File: src/hdl/ftrm_pkg.sv
// ----------------------------------------------------------------------------
// ftrm_pkg
// Shared types and constants of the fan tach speed meter.
// ----------------------------------------------------------------------------
package ftrm_pkg;

	localparam int TIME_IN_W  = 32;
	localparam int RPM_W      = 16;
	localparam int CFG_IDX_W  = 3;
	localparam int CFG_DATA_W = 17;
	localparam int ALPHA_W    = 17;
	localparam int PPR_W      = 5;
	localparam int MS_W       = 16;
	localparam int SCALE_W    = 26;
	localparam int TMO_W      = 26;
	localparam int AVG_W      = 32;

	// register indexes of the config port
	localparam logic [CFG_IDX_W-1:0] CFG_MIN_PULSE = 3'd0;
	localparam logic [CFG_IDX_W-1:0] CFG_UPDATE    = 3'd1;
	localparam logic [CFG_IDX_W-1:0] CFG_TIMEOUT   = 3'd2;
	localparam logic [CFG_IDX_W-1:0] CFG_PPR       = 3'd3;
	localparam logic [CFG_IDX_W-1:0] CFG_ALPHA     = 3'd4;

	localparam logic [MS_W-1:0]    RST_MIN_PULSE = 16'd500;
	localparam logic [MS_W-1:0]    RST_UPDATE    = 16'd1000;
	localparam logic [MS_W-1:0]    RST_TIMEOUT   = 16'd2000;
	localparam logic [PPR_W-1:0]   RST_PPR       = 5'd2;
	localparam logic [ALPHA_W-1:0] RST_ALPHA     = 17'd19661;

	localparam logic [ALPHA_W-1:0] ALPHA_ONE = 17'h10000;
	localparam logic [SCALE_W-1:0] RPM_SCALE = 26'd60000000;
	localparam logic [9:0]         MS_TO_US  = 10'd1000;
	localparam logic [15:0]        HALF_LSB  = 16'h8000;

	// divider steps: one saturation probe, then one step per quotient bit
	localparam logic [4:0] DIV_TOP = 5'd16;

	localparam logic CMD_EDGE = 1'b0;
	localparam logic CMD_TICK = 1'b1;

	typedef enum logic [2:0] {
		ST_IDLE,
		ST_DECODE,
		ST_DIV_START,
		ST_DIV_WAIT,
		ST_EMA_MUL,
		ST_EMA_ADD,
		ST_ROUND,
		ST_EMIT
	} ftrm_state_t;

	typedef struct packed {
		logic latch_in;
		logic do_edge;
		logic close_empty;
		logic close_full;
		logic div_start;
		logic ema_mul;
		logic ema_add;
		logic round_out;
		logic load_out;
	} ftrm_cmd_t;

	typedef struct packed {
		logic is_tick;
		logic due;
		logic count_zero;
	} ftrm_stat_t;

endpackage

File: src/hdl/ftrm_if.sv
// ----------------------------------------------------------------------------
// ftrm_if
// Valid/ready channels of the fan tach speed meter.
// ----------------------------------------------------------------------------
interface ftrm_item_if import ftrm_pkg::*; ();
	logic                 valid;
	logic                 ready;
	logic                 command;
	logic [TIME_IN_W-1:0] time_us;
	logic [TIME_IN_W-1:0] time_ms;

	modport source (output valid, command, time_us, time_ms, input ready);
	modport sink (input valid, command, time_us, time_ms, output ready);
endinterface

interface ftrm_result_if import ftrm_pkg::*; ();
	logic             valid;
	logic             ready;
	logic [RPM_W-1:0] rpm;
	logic             fresh;
	logic             stopped;

	modport source (output valid, rpm, fresh, stopped, input ready);
	modport sink (input valid, rpm, fresh, stopped, output ready);
endinterface

interface ftrm_cfg_if import ftrm_pkg::*; ();
	logic                  valid;
	logic                  ready;
	logic [CFG_IDX_W-1:0]  index;
	logic [CFG_DATA_W-1:0] data;

	modport source (output valid, index, data, input ready);
	modport sink (input valid, index, data, output ready);
endinterface

File: src/hdl/ftrm_div.sv
// ----------------------------------------------------------------------------
// ftrm_div
// Restoring divider, one quotient bit per cycle, saturating at 16 bits.
// ----------------------------------------------------------------------------
module ftrm_div import ftrm_pkg::*; #(
	parameter int NUM_W = 42,
	parameter int DEN_W = 37
) (
	input  logic             clk,
	input  logic             arst_n,
	input  logic             start,
	input  logic [NUM_W-1:0] num,
	input  logic [DEN_W-1:0] den,
	output logic             done,
	output logic [RPM_W-1:0] quot
);

	localparam int SHW = DEN_W + RPM_W;
	localparam int CW  = (NUM_W > SHW) ? NUM_W : SHW;

	logic             busy_q;
	logic             done_q;
	logic [4:0]       cnt_q;
	logic [CW-1:0]    rem_q;
	logic [CW-1:0]    dsh_q;
	logic [RPM_W-1:0] q_q;
	logic             sat_q;
	logic             ge;

	assign ge = (rem_q >= dsh_q);

	always_ff @(posedge clk or negedge arst_n) begin
		if (!arst_n) begin
			busy_q <= 1'b0;
			done_q <= 1'b0;
			cnt_q  <= '0;
		end else begin
			done_q <= 1'b0;
			if (start) begin
				busy_q <= 1'b1;
				cnt_q  <= DIV_TOP;
			end else if (busy_q) begin
				cnt_q <= cnt_q - 5'd1;
				if (cnt_q == '0) begin
					busy_q <= 1'b0;
					done_q <= 1'b1;
				end
			end
		end
	end

	// first step probes den<<16: quotient would not fit, so saturate.
	// a zero divisor lands there as well.
	always_ff @(posedge clk) begin
		if (start) begin
			rem_q <= CW'(num);
			dsh_q <= CW'(den) << RPM_W;
			q_q   <= '0;
			sat_q <= 1'b0;
		end else if (busy_q) begin
			dsh_q <= dsh_q >> 1;
			if (cnt_q == DIV_TOP) begin
				sat_q <= ge;
			end else begin
				q_q <= {q_q[RPM_W-2:0], ge};
				if (ge) begin
					rem_q <= rem_q - dsh_q;
				end
			end
		end
	end

	assign done = done_q;
	assign quot = sat_q ? '1 : q_q;

endmodule

File: src/hdl/ftrm_ctrl.sv
// ----------------------------------------------------------------------------
// ftrm_ctrl
// Sequencer: item intake, window close, divide, average, result handoff.
// ----------------------------------------------------------------------------
module ftrm_ctrl import ftrm_pkg::*; (
	input  logic       clk,
	input  logic       arst_n,
	input  logic       item_valid,
	output logic       item_ready,
	input  logic       out_ready,
	output logic       out_valid,
	input  ftrm_stat_t stat,
	input  logic       div_done,
	output ftrm_cmd_t  cmd
);

	ftrm_state_t state_q, state_d;
	logic        out_valid_q;
	logic        slot_free;

	assign slot_free = !out_valid_q || out_ready;

	always_ff @(posedge clk or negedge arst_n) begin
		if (!arst_n) begin
			state_q     <= ST_IDLE;
			out_valid_q <= 1'b0;
		end else begin
			state_q <= state_d;
			if (cmd.load_out) begin
				out_valid_q <= 1'b1;
			end else if (out_ready) begin
				out_valid_q <= 1'b0;
			end
		end
	end

	always_comb begin
		state_d = state_q;
		unique case (state_q)
			ST_IDLE: begin
				if (item_valid) state_d = ST_DECODE;
			end
			ST_DECODE: begin
				if (!stat.is_tick || !stat.due) state_d = ST_IDLE;
				else if (stat.count_zero)       state_d = ST_EMIT;
				else                            state_d = ST_DIV_START;
			end
			ST_DIV_START: state_d = ST_DIV_WAIT;
			ST_DIV_WAIT: begin
				if (div_done) state_d = ST_EMA_MUL;
			end
			ST_EMA_MUL: state_d = ST_EMA_ADD;
			ST_EMA_ADD: state_d = ST_ROUND;
			ST_ROUND:   state_d = ST_EMIT;
			ST_EMIT: begin
				if (slot_free) state_d = ST_IDLE;
			end
			default: state_d = ST_IDLE;
		endcase
	end

	always_comb begin
		cmd        = '0;
		item_ready = 1'b0;
		unique case (state_q)
			ST_IDLE: begin
				item_ready   = 1'b1;
				cmd.latch_in = item_valid;
			end
			ST_DECODE: begin
				cmd.do_edge     = !stat.is_tick;
				cmd.close_empty = stat.is_tick && stat.due && stat.count_zero;
				cmd.close_full  = stat.is_tick && stat.due && !stat.count_zero;
			end
			ST_DIV_START: cmd.div_start = 1'b1;
			ST_DIV_WAIT:  cmd = '0;
			ST_EMA_MUL:   cmd.ema_mul   = 1'b1;
			ST_EMA_ADD:   cmd.ema_add   = 1'b1;
			ST_ROUND:     cmd.round_out = 1'b1;
			ST_EMIT:      cmd.load_out  = slot_free;
			default:      cmd = '0;
		endcase
	end

	assign out_valid = out_valid_q;

endmodule

File: src/hdl/ftrm_dp.sv
// ----------------------------------------------------------------------------
// ftrm_dp
// Datapath: config registers, edge accumulation, window state, average.
// ----------------------------------------------------------------------------
module ftrm_dp import ftrm_pkg::*; #(
	parameter int COUNT_BITS = 16,
	parameter int TIME_BITS  = 32,
	parameter int NUM_W      = SCALE_W + COUNT_BITS,
	parameter int DEN_W      = TIME_BITS + PPR_W
) (
	input  logic                  clk,
	input  logic                  arst_n,
	input  ftrm_cmd_t             cmd,
	output ftrm_stat_t            stat,
	input  logic                  in_command,
	input  logic [TIME_IN_W-1:0]  in_time_us,
	input  logic [TIME_IN_W-1:0]  in_time_ms,
	input  logic                  cfg_we,
	input  logic [CFG_IDX_W-1:0]  cfg_index,
	input  logic [CFG_DATA_W-1:0] cfg_data,
	output logic [NUM_W-1:0]      num,
	output logic [DEN_W-1:0]      den,
	input  logic [RPM_W-1:0]      div_quot,
	output logic [RPM_W-1:0]      rpm,
	output logic                  fresh,
	output logic                  stopped
);

	localparam int P1_W = AVG_W + ALPHA_W;
	localparam int P2_W = RPM_W + ALPHA_W;
	localparam int EW   = P1_W + 2;

	logic [MS_W-1:0]    min_pulse_q, update_q, timeout_q;
	logic [PPR_W-1:0]   ppr_q;
	logic [ALPHA_W-1:0] alpha_q;

	logic                  cmd_q;
	logic [TIME_BITS-1:0]  tus_q, tms_q;

	logic [TIME_BITS-1:0]  sum_q, anchor_q, wstart_q;
	logic [COUNT_BITS-1:0] count_q;
	logic                  anchor_valid_q;
	logic [AVG_W-1:0]      avg_q;
	logic [RPM_W-1:0]      speed_q;
	logic                  fresh_q, stopped_q;
	logic [NUM_W-1:0]      num_q;
	logic [DEN_W-1:0]      den_q;
	logic [P1_W-1:0]       p1_q;
	logic [P2_W-1:0]       p2_q;
	logic                  avg_zero_q;
	logic [RPM_W-1:0]      rpm_q;
	logic                  fresh_out_q, stopped_out_q;

	logic [TIME_BITS-1:0]  dt, elapsed;
	logic [TIME_BITS:0]    sum_ext;
	logic [TIME_BITS-1:0]  sum_sat;
	logic [COUNT_BITS-1:0] count_inc;
	logic                  rejected;
	logic [TMO_W-1:0]      tmo_us;
	logic                  stop_now;
	logic [ALPHA_W-1:0]    alpha_c, alpha_inv;
	logic [EW-1:0]         ema_sum;
	logic [AVG_W:0]        rnd;

	always_ff @(posedge clk or negedge arst_n) begin
		if (!arst_n) begin
			min_pulse_q <= RST_MIN_PULSE;
			update_q    <= RST_UPDATE;
			timeout_q   <= RST_TIMEOUT;
			ppr_q       <= RST_PPR;
			alpha_q     <= RST_ALPHA;
		end else if (cfg_we) begin
			unique case (cfg_index)
				CFG_MIN_PULSE: min_pulse_q <= cfg_data[MS_W-1:0];
				CFG_UPDATE:    update_q    <= cfg_data[MS_W-1:0];
				CFG_TIMEOUT:   timeout_q   <= cfg_data[MS_W-1:0];
				CFG_PPR:       ppr_q       <= cfg_data[PPR_W-1:0];
				CFG_ALPHA:     alpha_q     <= cfg_data;
				default:       ;
			endcase
		end
	end

	always_ff @(posedge clk) begin
		if (cmd.latch_in) begin
			cmd_q <= in_command;
			tus_q <= in_time_us[TIME_BITS-1:0];
			tms_q <= in_time_ms[TIME_BITS-1:0];
		end
	end

	// time differences wrap modulo 2^TIME_BITS
	assign dt        = tus_q - anchor_q;
	assign elapsed   = tms_q - wstart_q;
	assign rejected  = anchor_valid_q && (dt < TIME_BITS'(min_pulse_q));
	assign sum_ext   = {1'b0, sum_q} + {1'b0, dt};
	assign sum_sat   = sum_ext[TIME_BITS] ? '1 : sum_ext[TIME_BITS-1:0];
	assign count_inc = (count_q == '1) ? count_q : count_q + COUNT_BITS'(1);
	assign tmo_us    = TMO_W'(timeout_q) * TMO_W'(MS_TO_US);
	assign stop_now  = !anchor_valid_q || (32'(dt) > 32'(tmo_us));

	assign alpha_c   = (alpha_q > ALPHA_ONE) ? ALPHA_ONE : alpha_q;
	assign alpha_inv = ALPHA_ONE - alpha_c;
	assign ema_sum   = EW'(p1_q) + (EW'(p2_q) << RPM_W) + EW'(HALF_LSB);
	assign rnd       = {1'b0, avg_q} + (AVG_W + 1)'(HALF_LSB);

	assign stat.is_tick    = (cmd_q == CMD_TICK);
	assign stat.due        = (elapsed >= TIME_BITS'(update_q));
	assign stat.count_zero = (count_q == '0);

	always_ff @(posedge clk or negedge arst_n) begin
		if (!arst_n) begin
			sum_q          <= '0;
			count_q        <= '0;
			anchor_q       <= '0;
			anchor_valid_q <= 1'b0;
			wstart_q       <= '0;
			avg_q          <= '0;
			speed_q        <= '0;
		end else if (cmd.do_edge) begin
			if (!rejected) begin
				if (anchor_valid_q) begin
					sum_q   <= sum_sat;
					count_q <= count_inc;
				end
				anchor_q       <= tus_q;
				anchor_valid_q <= 1'b1;
			end
		end else if (cmd.close_empty) begin
			wstart_q <= tms_q;
			if (stop_now) begin
				anchor_valid_q <= 1'b0;
				avg_q          <= '0;
				speed_q        <= '0;
			end
		end else if (cmd.close_full) begin
			wstart_q <= tms_q;
			sum_q    <= '0;
			count_q  <= '0;
		end else if (cmd.ema_add) begin
			// first sample seeds the average directly
			avg_q <= avg_zero_q ? {div_quot, {RPM_W{1'b0}}} : ema_sum[AVG_W+RPM_W-1:RPM_W];
		end else if (cmd.round_out) begin
			speed_q <= rnd[AVG_W] ? '1 : rnd[AVG_W-1:RPM_W];
		end
	end

	always_ff @(posedge clk) begin
		if (cmd.close_empty) begin
			fresh_q   <= 1'b0;
			stopped_q <= stop_now;
		end
		if (cmd.close_full) begin
			num_q <= NUM_W'(RPM_SCALE) * NUM_W'(count_q);
			den_q <= DEN_W'(sum_q) * DEN_W'(ppr_q);
		end
		if (cmd.ema_mul) begin
			p1_q       <= P1_W'(avg_q) * P1_W'(alpha_inv);
			p2_q       <= P2_W'(div_quot) * P2_W'(alpha_c);
			avg_zero_q <= (avg_q == '0);
		end
		if (cmd.round_out) begin
			fresh_q   <= 1'b1;
			stopped_q <= 1'b0;
		end
		if (cmd.load_out) begin
			rpm_q         <= speed_q;
			fresh_out_q   <= fresh_q;
			stopped_out_q <= stopped_q;
		end
	end

	assign num     = num_q;
	assign den     = den_q;
	assign rpm     = rpm_q;
	assign fresh   = fresh_out_q;
	assign stopped = stopped_out_q;

endmodule

File: src/hdl/fan_tach_rpm_meter.sv
// ----------------------------------------------------------------------------
// fan_tach_rpm_meter
// Fan speed from tach edge timestamps, windowed and exponentially averaged.
// ----------------------------------------------------------------------------
//  channel  dir  payload                         transfer
//  item     in   command, time_us, time_ms       valid & ready
//  result   out  rpm, fresh, stopped             valid & ready
//  cfg      in   index, data (5 registers)       valid & ready, always ready
//
//  An edge or a tick that does not close the window passes decode and returns
//  to idle. A tick that closes an empty window goes from decode to emit; one
//  that closes a window with intervals first runs the bit-serial divider
//  (17 steps), the average update (multiply, then add) and the rounding.
//  Items are handled one at a time; a finished result waits in the output
//  register while the next item is taken. No clearing pass after reset.
module fan_tach_rpm_meter import ftrm_pkg::*; #(
	parameter int COUNT_BITS = 16,
	parameter int TIME_BITS  = 32
) (
	input  logic          clk,
	input  logic          arst_n,
	ftrm_item_if.sink     item,
	ftrm_result_if.source result,
	ftrm_cfg_if.sink      cfg
);

	localparam int NUM_W = SCALE_W + COUNT_BITS;
	localparam int DEN_W = TIME_BITS + PPR_W;

	ftrm_cmd_t        cmd;
	ftrm_stat_t       stat;
	logic             div_done;
	logic [RPM_W-1:0] div_quot;
	logic [NUM_W-1:0] num;
	logic [DEN_W-1:0] den;

	assign cfg.ready = 1'b1;

	ftrm_ctrl u_ctrl (
		.clk        (clk),
		.arst_n     (arst_n),
		.item_valid (item.valid),
		.item_ready (item.ready),
		.out_ready  (result.ready),
		.out_valid  (result.valid),
		.stat       (stat),
		.div_done   (div_done),
		.cmd        (cmd)
	);

	ftrm_dp #(
		.COUNT_BITS (COUNT_BITS),
		.TIME_BITS  (TIME_BITS),
		.NUM_W      (NUM_W),
		.DEN_W      (DEN_W)
	) u_dp (
		.clk        (clk),
		.arst_n     (arst_n),
		.cmd        (cmd),
		.stat       (stat),
		.in_command (item.command),
		.in_time_us (item.time_us),
		.in_time_ms (item.time_ms),
		.cfg_we     (cfg.valid),
		.cfg_index  (cfg.index),
		.cfg_data   (cfg.data),
		.num        (num),
		.den        (den),
		.div_quot   (div_quot),
		.rpm        (result.rpm),
		.fresh      (result.fresh),
		.stopped    (result.stopped)
	);

	ftrm_div #(
		.NUM_W (NUM_W),
		.DEN_W (DEN_W)
	) u_div (
		.clk    (clk),
		.arst_n (arst_n),
		.start  (cmd.div_start),
		.num    (num),
		.den    (den),
		.done   (div_done),
		.quot   (div_quot)
	);

endmodule

File: src/flat_wrapper.sv
// flat-port wrapper written by rule: the top's interface ports become plain ports
module fan_tach_rpm_meter_flat import ftrm_pkg::*;
#(
	parameter int COUNT_BITS = 16,
	parameter int TIME_BITS  = 32
)
  (clk, arst_n, item_valid, item_command, item_time_us, item_time_ms, item_ready, result_valid, result_rpm, result_fresh, result_stopped, result_ready, cfg_valid, cfg_index, cfg_data, cfg_ready);
  ftrm_item_if item_i ();
  ftrm_result_if result_i ();
  ftrm_cfg_if cfg_i ();
  input  logic clk;
  input  logic arst_n;
  input wire logic [$bits(item_i.valid)-1:0] item_valid;
  input wire logic [$bits(item_i.command)-1:0] item_command;
  input wire logic [$bits(item_i.time_us)-1:0] item_time_us;
  input wire logic [$bits(item_i.time_ms)-1:0] item_time_ms;
  output wire logic [$bits(item_i.ready)-1:0] item_ready;
  output wire logic [$bits(result_i.valid)-1:0] result_valid;
  output wire logic [$bits(result_i.rpm)-1:0] result_rpm;
  output wire logic [$bits(result_i.fresh)-1:0] result_fresh;
  output wire logic [$bits(result_i.stopped)-1:0] result_stopped;
  input wire logic [$bits(result_i.ready)-1:0] result_ready;
  input wire logic [$bits(cfg_i.valid)-1:0] cfg_valid;
  input wire logic [$bits(cfg_i.index)-1:0] cfg_index;
  input wire logic [$bits(cfg_i.data)-1:0] cfg_data;
  output wire logic [$bits(cfg_i.ready)-1:0] cfg_ready;
  assign item_i.valid = item_valid;
  assign item_i.command = item_command;
  assign item_i.time_us = item_time_us;
  assign item_i.time_ms = item_time_ms;
  assign item_ready = item_i.ready;
  assign result_valid = result_i.valid;
  assign result_rpm = result_i.rpm;
  assign result_fresh = result_i.fresh;
  assign result_stopped = result_i.stopped;
  assign result_i.ready = result_ready;
  assign cfg_i.valid = cfg_valid;
  assign cfg_i.index = cfg_index;
  assign cfg_i.data = cfg_data;
  assign cfg_ready = cfg_i.ready;
  fan_tach_rpm_meter #(.COUNT_BITS(COUNT_BITS), .TIME_BITS(TIME_BITS)) u_core (.clk(clk), .arst_n(arst_n), .item(item_i), .result(result_i), .cfg(cfg_i));
endmodule
File: config.mk
export PLATFORM = sky130hd
export DESIGN_NAME = fan_tach_rpm_meter_flat
export DESIGN_NICKNAME = d
export VERILOG_FILES = /design/src/hdl/ftrm_pkg.sv /design/src/hdl/ftrm_if.sv /design/src/hdl/ftrm_div.sv /design/src/hdl/ftrm_ctrl.sv /design/src/hdl/ftrm_dp.sv /design/src/hdl/fan_tach_rpm_meter.sv /design/src/flat_wrapper.sv
export SDC_FILE = /design/constraint.sdc
export NUM_CORES = 2
export LEC_CHECK = 0
export BUFFER_PORTS_ARGS = -buffer_cell sky130_fd_sc_hd__buf_2
export CORE_ASPECT_RATIO = 0.6
export CORE_UTILIZATION = 56
export CTS_CLUSTER_DIAMETER = 200
export DETAILED_ROUTE_END_ITERATION = 8
export PLACE_DENSITY = 0.7
export SETUP_SLACK_MARGIN = 0.4
export SYNTH_ARGS = -nofsm -noshare
export SYNTH_HDL_FRONTEND = slang
export SYNTH_SLANG_ARGS = --single-unit
export TNS_END_PERCENT = 10
File: constraint.sdc
create_clock -name clk -period 15 [get_ports clk]
set_input_delay 2.25 -clock clk [delete_from_list [all_inputs] [get_ports clk]]
set_output_delay 2.25 -clock clk [all_outputs]
set_load 0.02 [all_outputs]
* Word level (Yosys, flattened, before mapping)
Cells that the tools add are included.
** Word-level totals
- Input bits :: 90
- Logic and storage cells :: 188
- Register bits :: 602
- Output and inout bits :: 21
** Cells by class
- Multiplexer cells :: 61
- $mul :: 5
- Eq/ne operators :: 24
- Bitwise gates (word level) :: 3
- Reductions and logical operators :: 43
- Magnitude comparators :: 5
- Add/subtract/negate cells :: 10
** Operator list (number)
- 32-bit two-way mux :: 13
- 16-bit two-way mux :: 13
- 42-bit two-way mux :: 4
- 53-bit two-way mux :: 2
- 32-bit subtractor :: 2
- 53-bit greater-or-equal comparator :: 1
- 53-bit subtractor :: 1
- 48-bit by 16-bit adder with 48-bit output (second input constant) :: 1
- 48-bit adder :: 1
- 32-bit by 17-bit multiplier with 48-bit output :: 1
- 32-bit by 5-bit multiplier with 37-bit output :: 1
- 18-bit by 16-bit multiplier with 34-bit output (first input constant) :: 1
- 32-bit by 16-bit adder with 33-bit output (second input constant) :: 1
- 32-bit by 32-bit adder with 33-bit output :: 1
- 32-bit by 16-bit greater-or-equal comparator with 1-bit output :: 1
- 32-bit by 26-bit > comparator with 1-bit output :: 1
- 32-bit zero test :: 1
- 32-bit by 16-bit less-than comparator with 1-bit output :: 1
- 16-bit by 17-bit multiplier with 32-bit output :: 1
- 3-bit one-hot mux with 8 select lines :: 1
- 16-bit by 7-bit multiplier with 23-bit output (second input constant) :: 1
- 1-bit two-way mux :: 19
- 3-bit two-way mux :: 6
- 2-bit AND reduction :: 9
- other kinds (24) :: 67

* Depth between registers and ports, before layout
- Depth after elaboration :: 8
- Mapped depth :: 41
- Gate-level depth less buffers :: 36

* Cells and area by module
From an unflattened synthesis, not the netlist that was laid out.
** Second synthesis, totals
- Cells, all modules :: 7578
- Area total of the unflattened synthesis :: 70577.7 um^2
** Modules (own cells, without submodules)
- ftrm_dp :: cells each 6483, instances 1, area an instance 61552.8 um^2, seq. area each 12460.7 um^2
- ftrm_div :: cells each 1056, instances 1, area an instance 8682.1 um^2, seq. area each 3428.3 um^2
- ftrm_ctrl :: cells each 37, instances 1, area an instance 331.6 um^2, seq. area each 100.1 um^2
- fan_tach_rpm_meter :: cells each 2, instances 1, area an instance 11.3 um^2, seq. area each 0.0 um^2

* Least setup slack after synthesis
No wires, ideal clock.
- Path kind :: reg2reg
- Start :: reg u_core.u_dp.alpha_q[0]
- End :: reg u_core.u_dp.p1_q[40] (data pin)
- Arrival :: 9.494 ns
- Path slack :: 5.244 ns
- Clock period less this slack :: 9.756 ns
- Stages on the path, launching flop included :: 40
- Buffers on the path :: 5
- Library setup time :: 0.262 ns
- Required time :: 14.738 ns
- Cell sequence :: dfstp_2 > or3_1 > or3_1 > o41ai_1 > clkbuf_1 > and2_1 > clkbuf_1 > inv_1 > clkbuf_1 > ha_1 > nand3_1 > or3_1 > or3_1 > clkbuf_1 > nand2_1 > a31oi_1 > clkbuf_1 > nand2_1 > [... 4 more ...] > fa_1 > fa_1 > inv_1 > fa_1 > inv_1 > ha_1 > a21o_1 > a21o_1 > a211oi_1 > nor2_1 > a32o_1 > a31oi_1 > a21o_1 > a311oi_1 > a21oi_1 > nor3_1 > a211oi_1 > xnor2_1
** On the way
- Cells in the longest elaborated chain, start to end :: 4
** RTL lines
- start: declaration :: line ftrm_dp.sv:35 : logic [ALPHA_W-1:0] alpha_q;
- start signal: assignment :: line ftrm_dp.sv:78 : CFG_ALPHA: alpha_q <= cfg_data;
- 17-bit > comparator :: line ftrm_dp.sv:102 : assign alpha_c = (alpha_q > ALPHA_ONE) ? ALPHA_ONE : alpha_q;
- 17-bit two-way mux * :: line ftrm_dp.sv:102
- 17-bit subtractor * :: line ftrm_dp.sv:103 : assign alpha_inv = ALPHA_ONE - alpha_c;
- 32-bit by 17-bit multiplier with 48-bit output * :: line ftrm_dp.sv:158 : p1_q <= P1_W'(avg_q) * P1_W'(alpha_inv);
- end signal: assignment :: line ftrm_dp.sv:158
- end: declaration :: line ftrm_dp.sv:48 : logic [P1_W-1:0] p1_q;
Every way passes the cells marked *; elsewhere a longest branch is shown, timed or not.
A chain may end at the register's enable or synchronous reset.

* Worst setup path after layout
Ends and elaborated chain as after synthesis.

==> metrics.md <==
| Metric | Value |
|---|---|
| Critical register-to-register path startpoint | u_core.u_dp.alpha_q[0]$_DFFE_PN1P_ |
| Synth top area cells | fa_1 26%, edfxtp_1 13%, ha_1 13% |
| RSZ-0062 raised after global routing | no |
| WP data arrival | around 12 ns |
| CTS tree | done |
| Register area share after synthesis | 0.231 |
| Sw Pwr | approximately 2500 uW |
| Syn. warnings | 0 |
| Cts bufs inserted | just over 60 |
| Vias per cell | ~5.8 |
| Relative slew slack | 0.142 |
| CP max-delay cell | o21ai_0 |
| Clk pin slew, worst setup/hold paths | 0.06 ns |
| Avg Inst Size Synth | between 9 and 10 um^2 |
| Number of synthesized register bits | 587 |
| Crit Path Class | reg2reg |
| First-pass GRT wire length | 303000 um |
| Max stage delay on crit path | ~0.60 ns |
| Antenna-violating nets left | 0 |
| CTS resizes | 0 |
| Fraction of layout cells with a size suffix above 1 | 0.0698 |
| IO Pins | between 100 and 150 |
| CP startpoint kind | flip-flop |
| Final number of hold-violating endpoints | 0 |
| Bufs on Longest Clock Path | 3 |
| Switching Fraction | 0.401 |
| Unique masters post-synth | 84 |
| Htree depth | 2 |
| Post-Syn Area | a little under 70000 um^2 |
| Post-synthesis async set-or-reset flop share | 0.412 |
| Final net count | approximately 9000 |
| Iter 0 DRT Violations | roughly 5000 |
| Total track usage | 0.312 |
| Final Skew | around 0.035 ns |
| Post-DP HPWL | ~150000 um |
| Leak | about 0.036 uW |
| Setup TNS | 0 ns |
| Flop pwr share | 0.284 |
| # setup viols final | 0 |
| CP startpoint | u_core.u_dp.alpha_q[0]$_DFFE_PN1P_ |
| Initial antenna violation count | 10 |
| Residual DRC | 0 |
| Post-synthesis instance total | 7369 |
| Rows | between 90 and 100 |
| Crit Reg-Reg Endpoint | u_core.u_dp.p1_q[40]$_DFFE_PP_ |
| Post-Place Cell Area | between 70000 and 80000 um^2 |
| Post-CTS Hold Fix Bufs | 0 |
| CP max FO | 32 |
| Total Wirelength | 191000 um |
| Combinational Power Share | 0.458 |
| Wire per inst | roughly 21 um |
| Crit share post-route | 0.746 |
| Final instance area | 73800 um^2 |
| Max VDD drop | ~0.24 mV |
| Root Driver | clkbuf_16 |
| Crit path required time | 15.42 ns |
| # Post-CTS Setup Buffers | 0 |
| Pwr Total | approximately 6300 uW |
| Pin count of the biggest net entering global routing | between 90 and 100 |
| P_int | 3780 uW |
| Vias after detailed routing | between 50000 and 60000 |
| Fin crit period | approximately 11 ns |
| Gpl congestion | roughly 0.93 |
| PD cells | ~86 nW/um^2 |
| Top-area cell type share of the netlist area | 0.256 |
| Worst-Margin Slew | around 1.3 ns |
| Starting Density | 0.567 |
| IO Port Bufs | between 100 and 150 |
| Clk Latency, worst-skew pair | 0.71 ns |
| Syn nets | between 9000 and 10000 |
| TritonCTS Sinks | about 590 |
| Worst setup path end | u_core.u_dp.p1_q[40]$_DFFE_PP_ |
| Worst reg2reg path depth | 37 |
| GRT overflow | 0 |
| Area Growth Syn to Fin | 6.45% |
| DRT Pass-1 Iters | 6 |
| Area leader, netlist | fa_1 |
| HP Class | reg2reg |
| Outcome | finished clean |
| Die area | about 130000 um^2 |
| Core ar. | between 100000 and 150000 um^2 |
| Register-to-register setup slack | roughly 3.8 ns |
| Die height | approximately 270 um |
| Number of global-route vias before repair | 52553 |
| Clock power share | 0.258 |
| Post-synth top flop | edfxtp_1 |
| Max Slew Vio Count | 0 |
| Die X | 456 um |
| Hold path depth | 0 |
| Post-synth EDFFs | ~300 |
| Max-cap violations | 0 |
| FMAX | a little under 90 MHz |
| Element type at the critical path end | flip-flop |
-- final cells by class --
cell class                      count  area, um^2
Clock buffer                       75        1610
Fill cell                       10475       48400
Tap cell                         1616        2020
Multi-Input combinational cell   5255       47700
Clock inverter                     40         462
Sequential cell                   587       16000
Antenna cell                        1        2.50
Inverter                         1238        4650
Timing Repair Buffer              208        1300
-- synthesized netlist by cell type, drive strengths merged (9+ instances only) --
cell type	number
o2111ai	17
and4	9
o21bai	38
a31o	12
nor2	389
ha	700
buf	17
inv	1237
nor2b	52
nor4	25
a21oi	298
a22o	16
o21ai	219
edfxtp	299
mux2i	26
xnor2	210
o211ai	16
nand2b	67
a31oi	32
dfxtp	46
nor3	87
a22oi	25
mux2	99
a21o	145
dfstp	27
nand2	980
o21a	44
or3	22
o2bb2ai	17
and3	48
nand3	82
o31ai	58
or2	31
a211oi	43
a41oi	10
nand4	42
xor2	106
clkbuf	272
fa	885
dfrtp	215
a211o	12
and2	258
o22ai	19
-- critical path, delay by kind of cell, from the launching register on --
family	cells	cell delay [ns]
fa+ha+maj	8	3.15
xor+xnor	1	0.14
compound gates	10	2.85
flops	1	0.56
simple gates	11	2.93
buf+inv	7	1.28
-- power groups by stage --
stage	sequential, uW	clock, uW	combinational (uW)
final	1790	1630	2890
after global routing	1800	1710	3240
after CTS	1790	1650	2850
after detailed placement	1820	0	2830
after global placement	1820	0	2720
after floorplan	1800	0	2090
-- kinds of logic after synthesis --
kind of cell / count (synthesis) / share of synthesized area
simple gates: 2120 / 0.140
fa+ha+maj: 1585 / 0.382
buf+inv: 1527 / 0.0830
compound gates: 1108 / 0.104
flops: 587 / 0.231
xor+xnor: 316 / 0.0399
mux: 125 / 0.0198
other cells: 1 / 0.0000541
-- per-layer routing --
layer / share of wire / global-route usage / wire length (um)
met1: 0.47 / 0.491 / 90400
met2: 0.39 / 0.431 / 75200
met3: 0.11 / 0.0786 / 21900
met4: 0.019 / 0.0583 / 3580
met5: 0.00057 / 0.00450 / 109
-- through the flow --
stage | hold slack, ns | cells | utilization | worst slack (ns)
floorplan | 0.408 | 7369 | - | 5.24
global placement | 0.418 | 8904 | 0.587 | 4.33
detailed placement | 0.423 | 8904 | 0.587 | 4.08
CTS | 0.436 | 9019 | 0.604 | 4.03
global route | 0.462 | 9019 | 0.604 | 3.35
finish | 0.436 | 9020 | 0.604 | 3.81
-- state kept, by name (all words and copies together), names as in the netlist, 17 cells and up --
| name | count |
|---|---|
| u_core.u_dp.alpha_q | 17 |
| u_core.u_dp.sum_q | 32 |
| u_core.u_dp.den | 37 |
| u_core.u_dp.wstart_q | 32 |
| u_core.u_dp.avg_q | 32 |
| u_core.u_div.dsh_q | 53 |
| u_core.u_dp.anchor_q | 32 |
| u_core.u_dp.tms_q | 32 |
| u_core.u_div.rem_q | 53 |
| u_core.u_dp.p2_q | 32 |
| u_core.u_dp.tus_q | 32 |
| u_core.u_dp.p1_q | 33 |
| u_core.u_dp.num | 34 |
-- layout by cell type, fill, tap and decap left out, drive strengths merged, types with 38 or more instances in the layout --
| master | synthesis | routed |
|---|---|---|
| inv | 1237 | 1240 |
| nand2 | 980 | 980 |
| fa | 885 | 885 |
| ha | 700 | 700 |
| nor2 | 389 | 389 |
| edfxtp | 299 | 299 |
| a21oi | 298 | 298 |
| and2 | 258 | 258 |
| o21ai | 219 | 219 |
| dfrtp | 215 | 215 |
| xnor2 | 210 | 210 |
| buf | 17 | 208 |
| a21o | 145 | 145 |
| xor2 | 106 | 106 |
| mux2 | 99 | 99 |
| nor3 | 87 | 87 |
| nand3 | 82 | 82 |
| clkbuf | 272 | 75 |
| nand2b | 67 | 67 |
| o31ai | 58 | 58 |
| nor2b | 52 | 52 |
| and3 | 48 | 48 |
| dfxtp | 46 | 46 |
| o21a | 44 | 44 |
| a211oi | 43 | 43 |
| nand4 | 42 | 42 |
| o21bai | 38 | 38 |
-- how the worst min path moves through the flow --
stage | start | endpoint | slack [ns]
4_1_cts | u_core.u_dp.fresh_q$_SDFFE_PP1P_ | u_core.u_dp.fresh$_DFFE_PP_ | 0.44
3_3_place_gp | u_core.u_dp.fresh_q$_SDFFE_PP1P_ | u_core.u_dp.fresh$_DFFE_PP_ | 0.42
6_report | u_core.u_dp.stopped_q$_SDFFE_PP0P_ | u_core.u_dp.stopped$_DFFE_PP_ | 0.44
5_1_grt | u_core.u_dp.fresh_q$_SDFFE_PP1P_ | u_core.u_dp.fresh$_DFFE_PP_ | 0.46
2_1_floorplan | u_core.u_dp.fresh_q$_SDFFE_PP1P_ | u_core.u_dp.fresh$_DFFE_PP_ | 0.41
3_5_place_dp | u_core.u_dp.fresh_q$_SDFFE_PP1P_ | u_core.u_dp.fresh$_DFFE_PP_ | 0.42
(Power assumes the default switching activity.)
